$ cat src/design/fock_two_electron_accumulate_top_macros.svh
// assertion macros for the two-electron fock build block
`ifndef FOCK_TWO_ELECTRON_ACCUMULATE_TOP_MACROS_SVH
`define FOCK_TWO_ELECTRON_ACCUMULATE_TOP_MACROS_SVH

// same-cycle implication, disabled in reset
`define FTEA_ASSERT_NOW(lbl, ante, cons, msg) \
	lbl: assert property (@(posedge clk) disable iff (!arst_n) (ante) |-> (cons)) else $error(msg);

// next-cycle implication, disabled in reset
`define FTEA_ASSERT_NEXT(lbl, ante, cons, msg) \
	lbl: assert property (@(posedge clk) disable iff (!arst_n) (ante) |=> (cons)) else $error(msg);

`endif

$ cat src/design/ftea_pkg.sv
// ----------------------------------------------------------------------------
// ftea_pkg
// shared types, widths and codes of the two-electron fock build block
// ----------------------------------------------------------------------------
package ftea_pkg;

	localparam int MAX_BASIS_DEF = 32;
	localparam int FUNC_W        = 5;
	localparam int CNT_W         = 6;
	localparam int DATA_W        = 32;
	localparam int ACC_W         = 48;
	localparam int PROD_W        = 64;
	localparam int DELTA_W       = 44;
	localparam int SUM_W         = 50;
	localparam int STEP_W        = 3;

	// command codes
	localparam logic [1:0] CMD_LOAD = 2'd0;
	localparam logic [1:0] CMD_ACC  = 2'd1;
	localparam logic [1:0] CMD_READ = 2'd2;
	localparam logic [1:0] CMD_NONE = 2'd3;

	// status codes
	localparam logic [1:0] STAT_OK  = 2'd0;
	localparam logic [1:0] STAT_IDX = 2'd1;
	localparam logic [1:0] STAT_SAT = 2'd2;

	// update sequence of one integral
	localparam logic [STEP_W-1:0] STEP_FIRST = 3'd0;
	localparam logic [STEP_W-1:0] STEP_XCH   = 3'd2;
	localparam logic [STEP_W-1:0] STEP_LAST  = 3'd5;

	typedef struct packed {
		logic [1:0]        cmd;
		logic [FUNC_W-1:0] func_a;
		logic [FUNC_W-1:0] func_b;
		logic [FUNC_W-1:0] func_c;
		logic [FUNC_W-1:0] func_d;
		logic [FUNC_W-1:0] shell_a;
		logic [FUNC_W-1:0] shell_b;
		logic [FUNC_W-1:0] shell_c;
		logic [FUNC_W-1:0] shell_d;
		logic signed [DATA_W-1:0] sample;
	} item_t;

	typedef struct packed {
		logic signed [ACC_W-1:0] fock_value;
		logic [1:0]              status;
	} result_t;

	// controller to datapath
	typedef struct packed {
		logic              capture;
		logic              clr;
		logic              load;
		logic              acc_rd;
		logic              acc_wr;
		logic              rd_ab;
		logic              rd_ba;
		logic              rd_sum;
		logic [STEP_W-1:0] step;
	} ctrl_cmd_t;

	// datapath to controller
	typedef struct packed {
		logic       clr_last;
		logic       idx_ok;
		logic [1:0] cmd;
	} dp_stat_t;

endpackage

$ cat src/design/ftea_ctrl.sv
// ----------------------------------------------------------------------------
// ftea_ctrl
// sequencer: clearing pass, decode, six updates per integral, reads
// ----------------------------------------------------------------------------
module ftea_ctrl (
	input  logic                clk,
	input  logic                arst_n,
	input  logic                start,
	output logic                busy,
	output logic                done,
	input  ftea_pkg::dp_stat_t  stat,
	output ftea_pkg::ctrl_cmd_t cmd
);

	localparam logic [3:0] ST_CLEAR   = 4'd0;
	localparam logic [3:0] ST_IDLE    = 4'd1;
	localparam logic [3:0] ST_DECODE  = 4'd2;
	localparam logic [3:0] ST_LOAD    = 4'd3;
	localparam logic [3:0] ST_ACC_RD  = 4'd4;
	localparam logic [3:0] ST_ACC_MUL = 4'd5;
	localparam logic [3:0] ST_ACC_RND = 4'd6;
	localparam logic [3:0] ST_ACC_WR  = 4'd7;
	localparam logic [3:0] ST_RD_AB   = 4'd8;
	localparam logic [3:0] ST_RD_BA   = 4'd9;
	localparam logic [3:0] ST_RD_SUM  = 4'd10;
	localparam logic [3:0] ST_DONE    = 4'd11;

	logic [3:0]                  state_q, state_d;
	logic [ftea_pkg::STEP_W-1:0] step_q, step_d;

	// next state
	always_comb begin
		state_d = state_q;
		step_d  = step_q;
		case (state_q)
			ST_CLEAR: begin
				if (stat.clr_last) state_d = ST_IDLE;
			end
			ST_IDLE: begin
				if (start) state_d = ST_DECODE;
			end
			ST_DECODE: begin
				step_d = ftea_pkg::STEP_FIRST;
				if (!stat.idx_ok) begin
					state_d = ST_DONE;
				end else begin
					case (stat.cmd)
						ftea_pkg::CMD_LOAD: state_d = ST_LOAD;
						ftea_pkg::CMD_ACC:  state_d = ST_ACC_RD;
						ftea_pkg::CMD_READ: state_d = ST_RD_AB;
						default:            state_d = ST_DONE;
					endcase
				end
			end
			ST_LOAD:    state_d = ST_DONE;
			ST_ACC_RD:  state_d = ST_ACC_MUL;
			ST_ACC_MUL: state_d = ST_ACC_RND;
			ST_ACC_RND: state_d = ST_ACC_WR;
			ST_ACC_WR: begin
				if (step_q == ftea_pkg::STEP_LAST) begin
					state_d = ST_DONE;
				end else begin
					step_d  = step_q + 1'b1;
					state_d = ST_ACC_RD;
				end
			end
			ST_RD_AB:  state_d = ST_RD_BA;
			ST_RD_BA:  state_d = ST_RD_SUM;
			ST_RD_SUM: state_d = ST_DONE;
			ST_DONE:   state_d = ST_IDLE;
			default:   state_d = ST_IDLE;
		endcase
	end

	// state registers
	always_ff @(posedge clk or negedge arst_n) begin
		if (!arst_n) begin
			state_q <= ST_CLEAR;
			step_q  <= '0;
		end else begin
			state_q <= state_d;
			step_q  <= step_d;
		end
	end

	// command decode
	always_comb begin
		cmd         = '0;
		cmd.capture = (state_q == ST_IDLE) && start;
		cmd.clr     = (state_q == ST_CLEAR);
		cmd.load    = (state_q == ST_LOAD);
		cmd.acc_rd  = (state_q == ST_ACC_RD);
		cmd.acc_wr  = (state_q == ST_ACC_WR);
		cmd.rd_ab   = (state_q == ST_RD_AB);
		cmd.rd_ba   = (state_q == ST_RD_BA);
		cmd.rd_sum  = (state_q == ST_RD_SUM);
		cmd.step    = step_q;
	end

	assign busy = (state_q != ST_IDLE);
	assign done = (state_q == ST_DONE);

endmodule

$ cat config.mk
export PLATFORM = sky130hd
export DESIGN_NAME = ftea_ctrl
export DESIGN_NICKNAME = d
export VERILOG_FILES = /design/src/design/fock_two_electron_accumulate_top_macros.svh /design/src/design/ftea_pkg.sv /design/src/design/ftea_ctrl.sv
export SDC_FILE = /design/constraint.sdc
export NUM_CORES = 1
export LEC_CHECK = 0
export BUFFER_PORTS_ARGS = -buffer_cell sky130_fd_sc_hd__buf_4
export CAP_MARGIN = 20
export CORE_AREA = 2 2 39 41
export CTS_CLUSTER_DIAMETER = 60
export DETAILED_ROUTE_END_ITERATION = 10
export DIE_AREA = 0 0 41 43
export PLACE_DENSITY = 0.69
export SYNTH_ARGS = -nofsm -noshare
export SYNTH_HDL_FRONTEND = slang
export SYNTH_SLANG_ARGS = --single-unit
$ cat constraint.sdc
create_clock -name clk -period 1.6 [get_ports clk]
set_input_delay 0.08 -clock clk [delete_from_list [all_inputs] [get_ports clk]]
set_output_delay 0.08 -clock clk [all_outputs]
set_load 0.005 [all_outputs]
Word-level counts from Yosys, hierarchy flattened. Index checks and enable logic that the tools add are counted.

Register bits: 7. Bits of input ports: 7. Logic and storage cells: 36.

Equality and inequality tests: 18. Add/sub/neg operators: 1. Reductions and logical operators: 7. Muxes and demuxes: 8.

Operators with widths (number): 4-bit case mux with 10 select lines (1); 4-bit by 3-bit == test with 1-bit output (second input constant) (4); 4-bit == test (second input constant) (4); 4-bit two-way mux (4); 4-bit case mux with 3 select lines (1); 4-bit by 2-bit == test with 1-bit output (second input constant) (2); 2-bit inequality test (second input constant) (3); 3-bit case mux with 2 select lines (1); 4-bit by 1-bit == test with 1-bit output (second input constant) (1); 4-bit zero test (1); 4-bit by 1-bit inequality test with 1-bit output (second input constant) (1); 2-bit AND reduction (2); 3-bit by 1-bit adder with 3-bit output (second input constant) (1); 3-bit == test (second input constant) (1); 3-bit two-way mux (1); 2-bit by 1-bit == test with 1-bit output (second input constant) (1); 2-bit == test (second input constant) (1); 2-bit zero test (1); 2-bit nonzero test (1); 2-bit OR reduction (1); 1-bit logical AND (1).

Logic depth before layout (Yosys ltp).
Depth in word-level cells: 4. Depth in mapped cells: 6.

Worst setup path after synthesis. Ideal clock, no wire load.

Path type: flip-flop to flip-flop. Start: register step_q[0] (netlist bit). End: register state_q[3]. Slack: 174 ps. Arrival time: 1294 ps. Buffers on the path: 0. Library setup time: 131 ps. Stages on the path, launching flop included: 6. Data required time: 1469 ps. Cells stage by stage: dfrtp_1 > ha_1 > nand2_1 > a21oi_1 > a21o_1 > or3_1.

Word-level cells in the longest chain between the ends: 3.

RTL lines: start, declared (RTL line ftea_ctrl.sv:29) `logic [ftea_pkg::STEP_W-1:0] step_q, step_d;`; start signal, assigned (RTL line ftea_ctrl.sv:82) `step_q <= step_d;`; 3-bit == test (RTL line ftea_ctrl.sv:60) `if (step_q == ftea_pkg::STEP_LAST) begin`; 4-bit two-way mux (RTL line ftea_ctrl.sv:60); 4-bit case mux with 10 select lines (RTL line ftea_ctrl.sv:35) `case (state_q)`; end signal, assigned (RTL line ftea_ctrl.sv:81) `state_q <= state_d;`; end, declared (RTL line ftea_ctrl.sv:28) `logic [3:0] state_q, state_d;`.

Every way passes these cells. A chain may end at the register's enable or synchronous reset.

==> results.sh <==
export IMPL_status="finished clean"
export IMPL_ys_seq_elements=7
export IMPL_first_pass_iters=4
export IMPL_synth_top_cell_by_area="dfrtp_1"
export IMPL_die_area_um2=1763
export IMPL_grt_pass1_wl_um=2125
export IMPL_p_seq_share_pct=27.4
export IMPL_wl_met1_um=539
export IMPL_worstSetupPathType="reg2out"
export IMPL_insertion_delay_ns=0.25
export IMPL_grt_antenna_before_repair=0
export IMPL_worst_setup_path_start_kind="register"
export IMPL_max_freq_mhz=656.4
export IMPL_skew_ns=0.003412
export IMPL_seq_area_um2=178.9
export IMPL_maxSlewHeadroom_pct=76.92
export IMPL_yosysSeqAreaShare_pct=31.46
export IMPL_crit_fanout=7
export IMPL_maxSlewViolCount=0
export IMPL_yosys_warnings=0
export IMPL_hp_class="in2reg"
export IMPL_hold_viol=0
export IMPL_multi_input_area_um2=349.1
export IMPL_yosysMostFrequentCell="nor2_1"
export IMPL_synth_cell_types=25
export IMPL_num_rows=14
export IMPL_worstHoldStart="stat[3]"
export IMPL_clockBufferDepth=2
export IMPL_r2r_slack_ns=0.10
export IMPL_drv_cap=0
export IMPL_crit_arrival_ns=1.44
export IMPL_switching_power_uw=519.8
export IMPL_hold_depth=3
export IMPL_n_antenna_cell=0
export IMPL_rsz0062_at_grt="false"
export IMPL_port_buffers=19
export IMPL_tns_ns=0
export IMPL_hold_path_end="state_q[0]"
export IMPL_wire_per_inst_um=11.61
export IMPL_synth_top_cell_area_share_pct=31.46
export IMPL_fin_crit_ns=1.523
export IMPL_die_w_um=41
export IMPL_synth_area_leaders="dfrtp_1 31%, ha_1 11%, a21oi_1 6.3%"
export IMPL_maxUsedRoutingLayer="met4"
export IMPL_grt_pass1_vias=525
export IMPL_drive_gt1_share_pct=35.35
export IMPL_total_power_mw=1.285
export IMPL_wl_met2_um=707
export IMPL_synth_flop_cell="dfrtp_1"
export IMPL_r2r_start="step_q[0]"
export IMPL_grt_start_max_net_pins=11
export IMPL_period_share_pct=95.21
export IMPL_pin_count=20
export IMPL_vias=619
export IMPL_r2r_worst_path_cells=5
export IMPL_htree_levels=1
export IMPL_p_leak_nw=0.4000
export IMPL_fill_cells=126
export IMPL_die_h_um=43
export IMPL_cts_tree="yes"
export IMPL_syn_area_per_cell_um2=7.842
export IMPL_worst_pin_slew_ns=0.3431
export IMPL_numCtsBuffers=3
export IMPL_fp_coreArea_um2=1384
export IMPL_clock_sinks=7
export IMPL_synthTopCellsByCount="9 x nor2_1, 7 x a21oi_1, 7 x dfrtp_1"
export IMPL_vdd_drop_max_v=0.0008733
export IMPL_setup_viol=0
export IMPL_routed_wirelength_um=1335
export IMPL_clk_pin_slew_ns=0.05
export IMPL_track_usage_pct=17.53
export IMPL_async_reset_ff_share_pct=100.0
export IMPL_syn_to_final_growth_pct=44.04
export IMPL_powerDensity_nw_per_um2=1602
export IMPL_syn_inst=71
export IMPL_via_per_inst=5.383
export IMPL_switching_share_pct=40.45
export IMPL_wl_met3_um=77
export IMPL_dr_first_iter_drc_count=8
export IMPL_gp_congestion=0.8248
export IMPL_grt_overflow=0
export IMPL_intPower_uw=765.4
export IMPL_rr_endpoint="state_q[3]"
export IMPL_cp_end_kind="output pin"
export IMPL_comb_power_share_pct=60.5
export IMPL_cts_root_buf="clkbuf_4"
export IMPL_antenna_left=0
export IMPL_required_ns=1.52
export IMPL_dp_hpwl_um=990.3
export IMPL_synthesis_area_um2=556.8
export IMPL_drcViolationCount=0
export IMPL_synth_edf_count=0
export IMPL_initial_core_util_pct=40.24
export IMPL_power_share_clock_pct=12.1
export IMPL_syn_nets=83
export IMPL_nets=112
[worst max-delay path by stage]
| stage | to | startpoint | cells after the start |
|---|---|---|---|
| floorplan | state_q[3] | step_q[0] | 5 |
| global placement | state_q[3] | step_q[0] | 5 |
| detailed placement | state_q[3] | step_q[0] | 5 |
| CTS | cmd[10] | state_q[1] | 4 |
| global route | cmd[10] | state_q[3] | 4 |
| finish | cmd[10] | state_q[3] | 4 |
[power by group through the flow]
stage                     clock network (mW)  registers [mW]  logic (mW)
after global routing                   0.175           0.363       0.870
final                                  0.156           0.352       0.778
after floorplan                            0           0.289       0.481
after CTS                              0.163           0.351       0.691
after global placement                     0           0.349       0.680
after detailed placement                   0           0.352       0.684
[per-stage QoR]
step,cells,setup WS (ns),hold WS [ns],utilization [%],instance area (µm²)
CTS,111,0.02150,0.1550,54.97,760.7
detailed placement,106,0.1098,-0.1018,52.35,724.4
global placement,106,0.1617,-0.1019,52.35,724.4
floorplan,71,0.1744,-0.2156,-,556.8
global route,115,0.003423,0.1601,57.96,802.0
finish,115,0.07658,0.1597,57.96,802.0
[flip-flops by register name, summed over array words and instances, names as in the netlist]
register / count
state_q: 4
step_q: 3
[repair_timing]
action,4_1_cts,5_1_grt
endpoints found under the setup margin,0,2
endpoints found under the hold margin,7,0
hold buffers,1,0
buffers inserted,0,4
gates resized for setup,0,5
[routing by layer]
layer | track usage, % | vias up
li1 | - | 305
met1 | 23.18 | 292
met2 | 26.56 | 20
met3 | 6.283 | 2
met4 | 4.000 | 0
met5 | 0 | -
[worst max-delay path, cell delays in order, from the launching register on]
cell and delay, ns:
dfrtp_2 0.43, buf_4 0.17, or3_4 0.39, nor2_2 0.10, buf_4 0.11
[cells by family after synthesis]
family / after synthesis / synth area share, %
AND/OR/NAND/NOR: 34 / 32.36
XOR/XNOR: 1 / 1.573
adder cells (fa/ha/maj): 5 / 11.24
buffers and inverters: 8 / 7.190
flip-flops: 7 / 31.46
AO/OA/AOI/OAI: 16 / 16.18
[cells in the final DEF (no fill, tap or decap)]
| master | count |
|---|---|
| inv_1 | 4 |
| and4b_1 | 1 |
| a21o_1 | 1 |
| buf_4 | 27 |
| clkbuf_4 | 3 |
| clkbuf_1 | 1 |
| nand2b_1 | 5 |
| ha_1 | 5 |
| nor4_1 | 1 |
| dfrtp_2 | 3 |
| nor2_2 | 1 |
| and2_1 | 1 |
| nor2_1 | 8 |
| a31oi_1 | 1 |
| nor4b_1 | 1 |
| o21ai_1 | 2 |
| o21ai_0 | 3 |
| nand2_1 | 4 |
| dfrtp_1 | 4 |
| nor3_1 | 3 |
| or3_4 | 1 |
| or3_1 | 2 |
| dlygate4sd3_1 | 1 |
| or2b_1 | 1 |
| nor3b_1 | 1 |
| a21oi_1 | 7 |
| xnor2_1 | 1 |
| o31a_1 | 1 |
| nand3_1 | 4 |
| a211oi_1 | 1 |
[area by class of cell]
cell class / count / share of cell area [%]
Clock buffer: 4 / 3.276
Inverter: 4 / 1.872
Multi-Input combinational cell: 56 / 43.53
Sequential cell: 7 / 22.31
Tap cell: 16 / 2.496
Timing Repair Buffer: 28 / 26.52
(Power assumes the default switching activity.)
